## config.mk

```make
export PLATFORM = sky130hd
export DESIGN_NAME = cti_muldiv
export DESIGN_NICKNAME = d
export VERILOG_FILES = /design/src/rtl/cti_pkg.sv /design/src/rtl/cti_muldiv.sv
export SDC_FILE = /design/constraint.sdc
export NUM_CORES = 1
export LEC_CHECK = 0
export BUFFER_PORTS_ARGS = -buffer_cell sky130_fd_sc_hd__buf_2
export CORE_ASPECT_RATIO = 2
export CORE_UTILIZATION = 59
export DETAILED_ROUTE_END_ITERATION = 16
export PLACE_DENSITY = 0.85
export SETUP_SLACK_MARGIN = 0.2
export SKIP_CTS_REPAIR_TIMING = 1
export SYNTH_ARGS = -nofsm -noshare
export SYNTH_HDL_FRONTEND = slang
export SYNTH_SLANG_ARGS = --single-unit
```

## constraint.sdc

```tcl
create_clock -name clock -period 9.6 [get_ports clock]
set_input_delay 1.44 -clock clock [delete_from_list [all_inputs] [get_ports clock]]
set_output_delay 1.44 -clock clock [all_outputs]
set_load 0.005 [all_outputs]
```

## src/rtl/cti_pkg.sv

```systemverilog
// Shared types and constants for the calibration table interpolator.
// Used by cti_muldiv, calibration_table_interpolator_unit and the bench; no dependencies.
package cti_pkg;

   typedef enum logic [1:0] {
      OP_LOAD = 2'd0,
      OP_E2T  = 2'd1,
      OP_T2E  = 2'd2,
      OP_NONE = 2'd3
   } op_type;

   typedef enum logic [1:0] {
      ST_OK    = 2'd0,
      ST_RANGE = 2'd1,
      ST_FLAT  = 2'd2
   } status_type;

   typedef struct packed {
      op_type             op;
      logic [7:0]         entry_index;
      logic signed [31:0] value;
   } req_type;

   typedef struct packed {
      logic signed [31:0] result;
      status_type         status;
   } rsp_type;

   typedef enum logic {
      MD_MUL = 1'b0,
      MD_DIV = 1'b1
   } md_mode_type;

   typedef struct packed {
      logic        start;
      md_mode_type mode;
   } md_cmd_type;

   localparam logic [8:0]         LEN_RESET = 9'd256;
   localparam logic signed [10:0] ZO_RESET  = -11'sd50;

endpackage

```

## src/rtl/cti_muldiv.sv

```systemverilog
// Bit-serial unsigned multiplier / restoring divider built around one adder.
// Depends on cti_pkg for the command struct.
module cti_muldiv #(
   parameter int A_W = 33,
   parameter int N_W = 49
) (
   input  logic                  clock,
   input  logic                  reset,
   input  cti_pkg::md_cmd_type   cmd,
   input  logic [A_W-1:0]        opa,
   input  logic [N_W-1:0]        opb,
   output logic                  done,
   output logic [A_W+N_W-1:0]    result
);

   localparam int CW = $clog2(N_W + 1);

   logic [A_W-1:0]       acc_ff, acc_in;
   logic [N_W-1:0]       sh_ff, sh_in;
   logic [A_W-1:0]       opa_ff, opa_in;
   cti_pkg::md_mode_type mode_ff, mode_in;
   logic [CW-1:0]        cnt_ff, cnt_in;
   logic                 run_ff, run_in;
   logic                 done_ff, done_in;

   logic [A_W:0]   trial;
   logic [A_W+1:0] add_x, add_y, add_sum;
   logic           add_sub;

   // One shared adder: subtract for a divide step, add for a multiply step.
   always_comb begin
      trial = {acc_ff, sh_ff[N_W-1]};
      if (mode_ff == cti_pkg::MD_DIV) begin
         add_x   = {1'b0, trial};
         add_y   = {2'b00, opa_ff};
         add_sub = 1'b1;
      end else begin
         add_x   = {2'b00, acc_ff};
         add_y   = sh_ff[0] ? {2'b00, opa_ff} : '0;
         add_sub = 1'b0;
      end
      add_sum = add_x + (add_sub ? ~add_y : add_y) + {{(A_W+1){1'b0}}, add_sub};
   end

   always_comb begin
      acc_in  = acc_ff;
      sh_in   = sh_ff;
      opa_in  = opa_ff;
      mode_in = mode_ff;
      cnt_in  = cnt_ff;
      run_in  = run_ff;
      done_in = 1'b0;
      if (cmd.start) begin
         acc_in  = '0;
         sh_in   = opb;
         opa_in  = opa;
         mode_in = cmd.mode;
         cnt_in  = CW'(N_W);
         run_in  = 1'b1;
      end else if (run_ff) begin
         if (mode_ff == cti_pkg::MD_DIV) begin
            // keep the trial remainder on a borrow, else take the difference
            if (add_sum[A_W+1]) begin
               acc_in = trial[A_W-1:0];
               sh_in  = {sh_ff[N_W-2:0], 1'b0};
            end else begin
               acc_in = add_sum[A_W-1:0];
               sh_in  = {sh_ff[N_W-2:0], 1'b1};
            end
         end else begin
            acc_in = add_sum[A_W:1];
            sh_in  = {add_sum[0], sh_ff[N_W-1:1]};
         end
         cnt_in = cnt_ff - CW'(1);
         if (cnt_ff == CW'(1)) begin
            run_in  = 1'b0;
            done_in = 1'b1;
         end
      end
   end

   always_ff @(posedge clock) begin
      if (reset) begin
         run_ff  <= 1'b0;
         done_ff <= 1'b0;
         cnt_ff  <= '0;
         mode_ff <= cti_pkg::MD_MUL;
      end else begin
         run_ff  <= run_in;
         done_ff <= done_in;
         cnt_ff  <= cnt_in;
         mode_ff <= mode_in;
      end
   end

   always_ff @(posedge clock) begin
      acc_ff <= acc_in;
      sh_ff  <= sh_in;
      opa_ff <= opa_in;
   end

   assign done   = done_ff;
   assign result = {acc_ff, sh_ff};

endmodule

```

Word-level counts from Yosys, hierarchy flattened --
Cells that the tools add are included.
Word-level totals: bits in registers 124, output and inout bits 83, logic and storage cells 34, input port bits 86
Operators by class: bitwise logic cells 2, reduce and logical (&&, ||, !) cells 3, mux-type cells 17, add/subtract/negate cells 3, eq/ne operators 1
Operator list (count):
- $mux W49 | 3
- $mux W33 | 4
- $add A34 B35 Y35 | 1
- $add A35 B1 Y35 | 1
- $mux W35 | 1
- $not A35 Y35 | 1
- $mux W34 | 1
- $mux W6 | 2
- $eq A6 B1 Y1 const B | 1
- $mux W1 | 6
- $sub A6 B1 Y6 const B | 1
- $reduce_or A3 Y1 | 1
- $reduce_bool A2 Y1 | 1
- $reduce_or A2 Y1 | 1
- $not A1 Y1 | 1

Depth between registers and ports, before layout --
Gate-level depths: netlist of run 1.
word-level depth 10, depth in mapped cells 18, mapped depth without buffers 14

Worst setup path before layout of run 1 --
OpenSTA, ideal clock, no wires.
path kind register to register, start point register mode_ff, end point register acc_ff[30], clock period less this slack 3593 ps, arrival time 3476 ps, required time 9483 ps, path slack 6007 ps, setup time 117 ps, buffers on the path 4, stages on the path, launching flop included 16, cell sequence dfxtp_1 buf_2 clkbuf_1 buf_2 mux2_2 ha_1 clkbuf_1 a21oi_1 o21ai_0 a31oi_1 a31oi_1 o31ai_1 nor3_1 a211o_1 o21a_1 a22o_1
On the way: cells in the longest elaborated chain, start to end 7, elaborated cells on any way between the ends 9, those cells by class add/sub: 2; mux: 6; bitwise: 1
Ends and longest elaborated chain:
- start: declaration | line cti_muldiv.sv:21 | cti_pkg::md_mode_type mode_ff, mode_in;
- start signal: assignment | line cti_muldiv.sv:87 | mode_ff <= cti_pkg::MD_MUL;
- start signal: assignment | line cti_muldiv.sv:92 | mode_ff <= mode_in;
- $mux W33 | line cti_muldiv.sv:33 | if (mode_ff == cti_pkg::MD_DIV) begin
- $not A35 Y35 | line cti_muldiv.sv:42 | add_sum = add_x + (add_sub ? ~add_y : add_y) + {{(A_W+1){1'b0}}, add_sub};
- $mux W35 | line cti_muldiv.sv:42
- $add A34 B35 Y35 | line cti_muldiv.sv:42
- $add A35 B1 Y35 | line cti_muldiv.sv:42
- $mux W33 | line cti_muldiv.sv:63 | if (add_sum[A_W+1]) begin
- $mux W33 (*) | line cti_muldiv.sv:61 | if (mode_ff == cti_pkg::MD_DIV) begin
- end signal: assignment | line cti_muldiv.sv:97 | acc_ff <= acc_in;
- end: declaration | line cti_muldiv.sv:18 | logic [A_W-1:0] acc_ff, acc_in;
Mark *: on every way between the ends. The rest lies on a longest branch, timed or not. A chain may end at the register's enable or synchronous reset.

Final worst setup path of run 1 --
Ends and elaborated chain as after synthesis.

==> flow_summary.toml, run 1 <==
[run_status]
outcome = "finished, final reports clean"

[global_routing]
total_routing_usage_reported_by_global_routing_pct = 32.7
largest_net_degree_at_the_start_of_global_routing = 98
initial_antenna_violation_count = 1
first_global_vias = 7566
grt.overflow.total = 0
global_route_wire_length_before_repair_mm = 36.5

[floorplan]
initial_core_util_pct = 60.4
floorplan.die.height_um = 170
floorplan.io_pins = 169
design.die.area_um2 = 14600
std_cell_rows = 61
coreArea_um2 = 13800
die_width_um = 86.1

[clock_tree]
cts.sink_count = 124
cts-buffers-inserted = 17
clk_root_buffer_cell = "clkbuf_16"
clock_insertion_delay_at_the_later_pin_of_the_skew_report_ns = 0.42
clkSlewWorstSetupHoldPaths_ns = 0.06
maximum_level_of_the_cts_h_tree = 4
cts.path.max_buffers = 2
tritoncts = "done"

[logic_synthesis]
synth_top_area_share_pct = 29.5
net_count_of_the_mapped_netlist = 1032
yosys.cell_types.count = 79
synth-seq-cells = 124
synth_common_cells = "nand2_1 (131), o21ai_0 (120), edfxtp_1 (82)"
number_of_warnings_printed_during_yosys_synthesis = 0
yosys-top-cells-area = "edfxtp_1 (30%), dfxtp_1 (10%), o21ai_0 (7.2%)"
synth.avg_cell_area_um2 = 9.16
synth_top_area_cell = "edfxtp_1"
ys.flop_type = "edfxtp_1"
yosysMostFrequentCell = "nand2_1"
asyncSetResetFlopFracSynth_pct = 0
syn_inst = 911
synth.cell_area_um2 = 8340
seq_area_frac_synth_pct = 39.6
synth-edff-count = 82

[timing]
worst-slew-pin-transition_ns = 1.15
fin_max_slew_vios = 0
setup_ws_post_layout_ns = 4.29
hold_violation_count_in_the_final_report = 0
max_slew_margin_pct = 23.4
fin_crit_sh_pct = 55.3
fin_skew_ns = 0.0123
tns_ns = 0
setup_viol = 0
minimum_clock_period_after_layout_ns = 5.31
max_freq_mhz = 188
rsz0062_at_grt = "false"

[placement]
place_congestion = 0.979
dp_worst_setup_slack_ns = 4.48
post-dp-hpwl_mm = 16.6
number_of_cells_after_detailed_placement = 1214
post_dp_area_um2 = 9230
portBuffers = 168

[final_layout]
finalCoreUtilization_pct = 71.4
synthToLayoutAreaGrowth_pct = 18.2
drive_gt1_share_pct = 24.8
layout.nets = 1165
antennaDiodeCount = 0
layout.cells.non_filler = 1246
stdcell_area_um2 = 9860

[setup_path]
critical-path-max-stage-delay_ns = 0.95
worstSetupPathType = "flop to flop"
worstPathBufferInverterCount = 1
crit_path_cell_trace = "buf_4, mux2_2, ha_1, a21oi_1, o2111ai_1, a31oi_1, o31ai_1, o31ai_1, nor3_1, a211o_1, o21a_1, a22o_1"
timing.critical_path.to_type = "flop"
crit_path_max_fanout = 83
crit_family = "compound AO/OA/AOI/OAI gates"
worst_path_max_delay_cell = "buf_4"
cpMostUsedCell = "o31ai_1"
timing.critical_path.arrival_ns = 5.62
worstPathRequired_ns = 9.91
worstSetupStartpointType = "flop"

[hold_path]
worstHoldPathType = "flop to flop"

[power_and_ir_drop]
power_density_nw_per_um2 = 184
worst_vdd_drop_mv = 0.137
cellLeakagePower_nw = 4.27

[drt]
route.antenna.remaining_nets = 0
avgViaCountPerCell = 6.17
finalWirelength_mm = 23.8
drcViolationCount = 0
route.vias.total = 7682
drt-initial-drc-count = 459
wire_per_inst_um = 19.1
detail_route.first_pass.iterations = 5

[job]
cap_violations = 0
area by class of cell:
class,instances,area [µm²]
Multi-Input combinational cell,711,4730
Fill cell,1082,3960
Sequential cell,124,3310
Timing Repair Buffer,176,903
Clock buffer,18,429
Tap cell,189,236
Clock inverter,14,194
Inverter,14,52.6
path summary, 6_finish.rpt:
| path | to | from | cells past startpoint | slack [ns] |
|---|---|---|---|---|
| max | acc_ff[30]$_SDFFE_PP0P_ | mode_ff$_SDFFE_PP0P_ | 12 | 4.29 |
| min | acc_ff[14]$_SDFFE_PP0P_ | acc_ff[14]$_SDFFE_PP0P_ | 2 | 0.50 |
| max reg2reg | acc_ff[30]$_SDFFE_PP0P_ | mode_ff$_SDFFE_PP0P_ | 12 | 4.29 |
| min reg2reg | acc_ff[14]$_SDFFE_PP0P_ | acc_ff[14]$_SDFFE_PP0P_ | 2 | 0.50 |
worst min-delay path, stage by stage (launching register included):
cell     delay (ns)
dfxtp_1        0.34
nand2_1        0.06
o21ai_1        0.05
cell families (layout without fill, tap and decap cells):
kind of cell             Yosys count  in the layout  synth area share [%]
XOR/XNOR                          33             33                  3.46
flip-flops                       124            124                  39.6
buffers and inverters             76            222                  3.67
adder cells (fa/ha/maj)           35             35                  5.34
AO/OA/AOI/OAI                    310            310                  24.1
multiplexers                      77             77                  9.66
AND/OR/NAND/NOR                  256            256                  14.1
state kept, by name, indices dropped and copies added, names as in the netlist:
name / flops
sh_ff: 49
acc_ff: 33
opa_ff: 33
cnt_ff: 6
done: 1
mode_ff: 1
run_ff: 1
report_power, final:
part	switching (mW)	total, mW	internal [mW]
Combinational	0.270	0.446	0.175
Clock	0.249	0.685	0.435
Sequential	0.0546	0.686	0.631
per-stage QoR:
step | hold WS (ns) | power [mW]
final | 0.498 | 1.82
after global routing | 0.533 | 1.89
after CTS | 0.501 | 1.81
after detailed placement | 0.493 | 1.13
after global placement | 0.481 | 1.12
after floorplan | 0.473 | 0.977
placed cells by master (no fill, tap or decap), types with 13 or more instances in the layout:
cell / count
ha_1: 34
a211oi_1: 14
nand2_1: 131
buf_2: 167
nor2_1: 37
xnor2_1: 18
edfxtp_1: 82
o21ai_1: 26
nor3_1: 13
xor2_1: 15
clkbuf_16: 17
mux2_2: 28
nand3_1: 23
o21ai_0: 120
mux2i_1: 49
a21oi_1: 46
dfxtp_1: 41
a21o_1: 25
layer usage:
metal / up-vias / track usage, % / wire length (µm)
met5: - / 0 / 11
met4: 2 / 21.6 / 1360
met3: 103 / 7.13 / 1530
met2: 339 / 59.1 / 12500
met1: 3582 / 33.0 / 8370
li1: 3656 / - / -
(Power assumes the default switching activity.)
==> run 2, diff against run 1 <==
--- a/config.mk
+++ b/config.mk
@@ -7,9 +7,9 @@
 export LEC_CHECK = 0
 export BUFFER_PORTS_ARGS = -buffer_cell sky130_fd_sc_hd__buf_2
 export CORE_ASPECT_RATIO = 2
-export CORE_UTILIZATION = 59
+export CORE_UTILIZATION = 51
 export DETAILED_ROUTE_END_ITERATION = 16
-export PLACE_DENSITY = 0.85
+export PLACE_DENSITY = 0.78
 export SETUP_SLACK_MARGIN = 0.2
 export SKIP_CTS_REPAIR_TIMING = 1
 export SYNTH_ARGS = -nofsm -noshare
==> constraint.sdc (replaced) <==
create_clock -name clock -period 4.75 [get_ports clock]
set_input_delay 0.7125 -clock clock [delete_from_list [all_inputs] [get_ports clock]]
set_output_delay 0.7125 -clock clock [all_outputs]
set_load 0.005 [all_outputs]
==> run 2 against run 1 <==
  * First-iteration DRC count up 1.3%
  * Sequential power increased by 100%
  * Flip-flop and latch count stayed put
  * Via count grew 0.46%
  * Maximum frequency is 23% higher
  * Clock skew is 0.00096 ns higher
  * Highest routed layer is now met4
  * Global-route usage down 3.7 points
  * Largest power group unchanged
  * Critical path depth is the same
  * Largest cell class unchanged
  * Worst hold slack lost 0.038 ns
  * Cell count grew 1.4%
  * Cell area rose by 0.53%
  * Utilization decreased by 8.9 points
==> flow_summary.toml, run 2 (same netlist as run 1, synthesis figures left out) <==
[setup_path]
timing.critical_path.to_type = "flop"
crit_path_cell_trace = "buf_16, mux2_2, ha_1, a21oi_1, o21ai_1, a2111oi_4, o41ai_4, a21oi_4, o21ba_4, nor2_4, a211oi_1, o41ai_2"
worstSetupStartpointType = "flop"
crit_family = "compound AO/OA/AOI/OAI gates"
worst_path_max_delay_cell = "dfxtp_4"
r2r_cells = 12
crit_path_max_fanout = 103
critical-path-max-stage-delay_ns = 0.52
reg2reg_to = "acc_ff[0]$_SDFFE_PP0P_"
worstPathRequired_ns = 5.07
timing.critical_path.arrival_ns = 4.65
worstPathBufferInverterCount = 1
worstSetupPathType = "flop to flop"
critical_path_depth = 12
reg2reg_slack_ns = 0.43
rr_startpoint = "mode_ff$_SDFFE_PP0P_"

[final_layout]
layout_commonest_cell = "buf_2"
biggest_register = "sh_ff"
reg.largest.list = "sh_ff: 49 flops, acc_ff: 33 flops, opa_ff: 33 flops"
drive_gt1_share_pct = 25.1
layout.cells.most_common_list = "buf_2 (167), nand2_1 (131), o21ai_0 (120), edfxtp_1 (82), mux2i_1 (49)"
layout.nets = 1171
stdcell_area_um2 = 9910
antennaDiodeCount = 0
synthToLayoutAreaGrowth_pct = 18.8
number_of_flip_flops_under_the_largest_register_name = 49
finalCoreUtilization_pct = 62.5

[drt]
top_layer_used = "met4"
detail_route.first_pass.iterations = 5
drt-initial-drc-count = 465
route.vias.total = 7717
wl_met1_mm = 8.39
route.antenna.remaining_nets = 0
drcViolationCount = 0
avgViaCountPerCell = 6.11
met3_wire_len_mm = 1.52
wire_per_inst_um = 19.3
met2WireLength_mm = 12.8
finalWirelength_mm = 24.4

[hold_path]
worstHoldPathType = "input pin to flop"
hp-start = "opa[11]"
holdPathStages = 1
min_delay_worst_endpoint = "opa_ff[11]$_DFFE_PP_"

[global_routing]
first_global_vias = 7550
initial_antenna_violation_count = 0
global_route_wire_length_before_repair_mm = 37.7
largest_net_degree_at_the_start_of_global_routing = 111
total_routing_usage_reported_by_global_routing_pct = 29.1
grt.overflow.total = 0

[clock_tree]
clkSlewWorstSetupHoldPaths_ns = 0.07
maximum_level_of_the_cts_h_tree = 4
cts.sink_count = 124
clock_insertion_delay_at_the_later_pin_of_the_skew_report_ns = 0.43
clk_root_buffer_cell = "clkbuf_16"
cts.path.max_buffers = 2
tritoncts = "done"
cts-buffers-inserted = 17

[power_and_ir_drop]
worst_vdd_drop_mv = 0.292
power_density_nw_per_um2 = 364
pwr_total_mw = 3.61
cellLeakagePower_nw = 4.29

[timing]
fin_max_slew_vios = 0
worst-slew-pin-transition_ns = 1.13
tns_ns = 0
max_slew_margin_pct = 24.3
setup_viol = 0
hold_violation_count_in_the_final_report = 0
rsz0062_at_grt = "false"
minimum_clock_period_after_layout_ns = 4.32
fin_skew_ns = 0.0133
fin_crit_sh_pct = 91.0
max_freq_mhz = 231

[placement]
post-dp-hpwl_mm = 17.7
place_congestion = 1.03
portBuffers = 168
post_dp_area_um2 = 9310

[run_status]
outcome = "finished, final reports clean"

[floorplan]
die_width_um = 92.4
initial_core_util_pct = 52.6
floorplan.io_pins = 169
floorplan.die.height_um = 183
coreArea_um2 = 15900
design.die.area_um2 = 16900
std_cell_rows = 65

[job]
cap_violations = 0
[run 2: layout make-up]
class,instances,area [µm²]
Sequential cell,124,3310
Fill cell,1370,5950
Clock buffer,22,497
Inverter,14,52.6
Clock inverter,10,98.8
Multi-Input combinational cell,711,4730
Tap cell,201,251
Timing Repair Buffer,182,968
[run 2: worst max path at each step]
| stage | start | end | slack, ns |
|---|---|---|---|
| final | mode_ff$_SDFFE_PP0P_ | acc_ff[0]$_SDFFE_PP0P_ | 0.43 |
| after global routing | mode_ff$_SDFFE_PP0P_ | acc_ff[0]$_SDFFE_PP0P_ | 0.20 |
| after floorplan | mode_ff$_SDFFE_PP0P_ | acc_ff[30]$_SDFFE_PP0P_ | 1.16 |
| after global placement | mode_ff$_SDFFE_PP0P_ | acc_ff[0]$_SDFFE_PP0P_ | 0.57 |
| after detailed placement | mode_ff$_SDFFE_PP0P_ | acc_ff[0]$_SDFFE_PP0P_ | 0.48 |
| after CTS | mode_ff$_SDFFE_PP0P_ | acc_ff[0]$_SDFFE_PP0P_ | 0.47 |
[run 2: metrics by stage]
stage	std cells	hold slack (ns)	setup slack, ns
after floorplan	911	0.473	1.16
after global placement	1232	0.488	0.571
after detailed placement	1232	0.494	0.485
after CTS	1264	0.452	0.470
after global routing	1264	0.452	0.204
final	1264	0.460	0.427
[run 2: worst reg2reg max path, cell delays in order (launching register included)]
cell and delay [ns]:
dfxtp_4 0.52, buf_16 0.39, mux2_2 0.40, ha_1 0.40, a21oi_1 0.11, o21ai_1 0.48
a2111oi_4 0.14, o41ai_4 0.51, a21oi_4 0.16, o21ba_4 0.31, nor2_4 0.33, a211oi_1 0.15
o41ai_2 0.32
[run 2: layer usage]
layer	track usage [%]	up-vias
met5	0	-
met4	20.6	0
met3	6.34	106
met2	52.5	346
met1	28.7	3599
li1	-	3666
[run 2: power by group]
| part | switching, mW | total, mW | internal, mW | leakage, nW |
|---|---|---|---|---|
| Clock | 0.516 | 1.32 | 0.802 | 0.292 |
| Sequential | 0.114 | 1.39 | 1.28 | 1.17 |
| Combinational | 0.539 | 0.900 | 0.360 | 2.83 |
==> run 3, diff against run 2 <==
--- a/config.mk
+++ b/config.mk
@@ -5,7 +5,7 @@
 export SDC_FILE = /design/constraint.sdc
 export NUM_CORES = 1
 export LEC_CHECK = 0
-export BUFFER_PORTS_ARGS = -buffer_cell sky130_fd_sc_hd__buf_2
+export BUFFER_PORTS_ARGS = -buffer_cell sky130_fd_sc_hd__clkbuf_2
 export CORE_ASPECT_RATIO = 2
 export CORE_UTILIZATION = 51
 export DETAILED_ROUTE_END_ITERATION = 16
==> run 3 against run 2 <==
  * First-iteration DRC count decreased by 10%
  * Sequential power barely moved
  * Worst hold slack improved by 0.0015 ns
  * Die area unchanged
  * Cell count rose by 0.24%
  * Flip-flop and latch count unchanged
  * Global-route usage rose by 0.27 points
  * Total power decreased by 1.2%
  * Critical path type unchanged
  * Largest cell class unchanged
  * Highest routed layer unchanged
==> flow_summary.toml, run 3 (same netlist as run 1, synthesis figures left out) <==
[placement]
dp_worst_setup_slack_ns = 0.435
post-dp-hpwl_mm = 17.9
portBuffers = 168
post_dp_area_um2 = 9320
place_congestion = 0.994

[timing]
max_slew_margin_pct = 26.1
minimum_clock_period_after_layout_ns = 4.43
fin_skew_ns = 0.0109
max_freq_mhz = 226
hold_violation_count_in_the_final_report = 0
fin_crit_sh_pct = 93.3
tns_ns = 0
setup_viol = 0
worst-slew-pin-transition_ns = 1.11
fin_max_slew_vios = 0
rsz0062_at_grt = "false"
setup_ws_post_layout_ns = 0.318

[power_and_ir_drop]
cellLeakagePower_nw = 4.29
pwr_total_mw = 3.57
power_density_nw_per_um2 = 360
worst_vdd_drop_mv = 0.298

[drt]
drcViolationCount = 0
detail_route.first_pass.iterations = 5
avgViaCountPerCell = 6.10
route.antenna.remaining_nets = 0
route.vias.total = 7726
wire_per_inst_um = 19.4
finalWirelength_mm = 24.5
drt-initial-drc-count = 417

[clock_tree]
maximum_level_of_the_cts_h_tree = 4
clk_root_buffer_cell = "clkbuf_16"
tritoncts = "done"
clkSlewWorstSetupHoldPaths_ns = 0.06
cts.path.max_buffers = 2
cts.sink_count = 124
cts-buffers-inserted = 17
clock_insertion_delay_at_the_later_pin_of_the_skew_report_ns = 0.43

[floorplan]
design.die.area_um2 = 16900
floorplan.io_pins = 169
coreArea_um2 = 15900
die_width_um = 92.4
std_cell_rows = 65
floorplan.die.height_um = 183
initial_core_util_pct = 52.6

[global_routing]
global_route_wire_length_before_repair_mm = 38.0
grt.overflow.total = 0
initial_antenna_violation_count = 0
largest_net_degree_at_the_start_of_global_routing = 92
first_global_vias = 7722
total_routing_usage_reported_by_global_routing_pct = 29.3

[setup_path]
rr_startpoint = "mode_ff$_SDFFE_PP0P_"
worstSetupPathType = "flop to flop"
worstSetupStartpointType = "flop"
cp-endpoint = "acc_ff[30]$_SDFFE_PP0P_"
reg2reg_to = "acc_ff[30]$_SDFFE_PP0P_"
worstPathRequired_ns = 5.07
r2r_cells = 14
crit_path_max_fanout = 26
timing.critical_path.arrival_ns = 4.75
timing.critical_path.to_type = "flop"
critical_path.startpoint = "mode_ff$_SDFFE_PP0P_"
reg2reg_slack_ns = 0.32

[hold_path]
worstHoldPathType = "input pin to flop"

[final_layout]
synthToLayoutAreaGrowth_pct = 18.7
layout.cells.most_common_list = "clkbuf_2 (167), nand2_1 (131), o21ai_0 (120), edfxtp_1 (82), mux2i_1 (49)"
stdcell_area_um2 = 9900
layout.nets = 1174
biggest_register = "sh_ff"
antennaDiodeCount = 0
layout_commonest_cell = "clkbuf_2"
number_of_flip_flops_under_the_largest_register_name = 49
drive_gt1_share_pct = 25.3
finalCoreUtilization_pct = 62.4
reg.largest.list = "sh_ff: 49 flops, acc_ff: 33 flops, opa_ff: 33 flops"
nFillCells = 1383

[job]
cap_violations = 0

[run_status]
outcome = "finished, final reports clean"
[run 3: changes by cell type in the layout (fill, tap and decap cells not counted), sizes merged]
| cell | before | now |
|---|---|---|
| clkinvlp | 1 | 3 |
| buf | 182 | 18 |
| bufinv | 1 | 0 |
| clkbuf | 22 | 191 |
| clkinv | 5 | 4 |
| inv | 17 | 15 |
[run 3: worst min-delay path by stage]
stage	slack, ns	cells after the start	start	end
5_1_grt	0.45	1	opa[0]	opa_ff[0]$_DFFE_PP_
2_1_floorplan	0.47	2	acc_ff[15]$_SDFFE_PP0P_	acc_ff[15]$_SDFFE_PP0P_
3_5_place_dp	0.49	2	acc_ff[13]$_SDFFE_PP0P_	acc_ff[13]$_SDFFE_PP0P_
4_1_cts	0.45	1	opa[0]	opa_ff[0]$_DFFE_PP_
3_3_place_gp	0.48	2	acc_ff[13]$_SDFFE_PP0P_	acc_ff[13]$_SDFFE_PP0P_
6_report	0.46	1	opa[5]	opa_ff[5]$_DFFE_PP_
[run 3: cell type report]
| class | count | area (µm²) | share of cell area (%) |
|---|---|---|---|
| timing repair buffer | 185 | 975 | 9.84 |
| clock inverter | 8 | 53.8 | 0.543 |
| clock buffer | 24 | 526 | 5.31 |
| tap | 201 | 251 | 2.54 |
| sequential | 124 | 3310 | 33.4 |
| inverter | 14 | 56.3 | 0.569 |
| multi-input combinational | 711 | 4730 | 47.8 |
[run 3: stage by stage]
step / cells / hold WS [ns]
detailed placement: 1235 / 0.491
floorplan: 911 / 0.473
global placement: 1235 / 0.485
global route: 1267 / 0.447
finish: 1267 / 0.462
CTS: 1267 / 0.447
[run 3: metal layers]
layer	wire length (µm)	track usage [%]	part of all wire [%]	vias up
met2	12700	52.9	52	354
met4	1720	21.8	7.0	0
met1	8520	28.1	35	3584
met3	1570	7.34	6.4	118
li1	-	-	-	3670
met5	0	0	0	-
[run 3: worst max-delay path, cell delays in order, from the launching register on]
cell and delay, ns:
dfxtp_4 0.59, clkinvlp_4 0.33, buf_4 0.27, o21ai_0 0.47, ha_1 0.41, a21oi_1 0.39, o21a_1 0.27, or3_1 0.16
a31oi_1 0.12, o31ai_1 0.38, buf_4 0.20, nor3_1 0.05, a211o_1 0.29, o21a_1 0.18, a22o_1 0.19
[run 3: report_power, final]
part	leakage, nW	internal (mW)	switching [mW]	total [mW]
clock	0.282	0.774	0.497	1.27
combinational	2.84	0.361	0.540	0.901
sequential	1.17	1.28	0.118	1.39
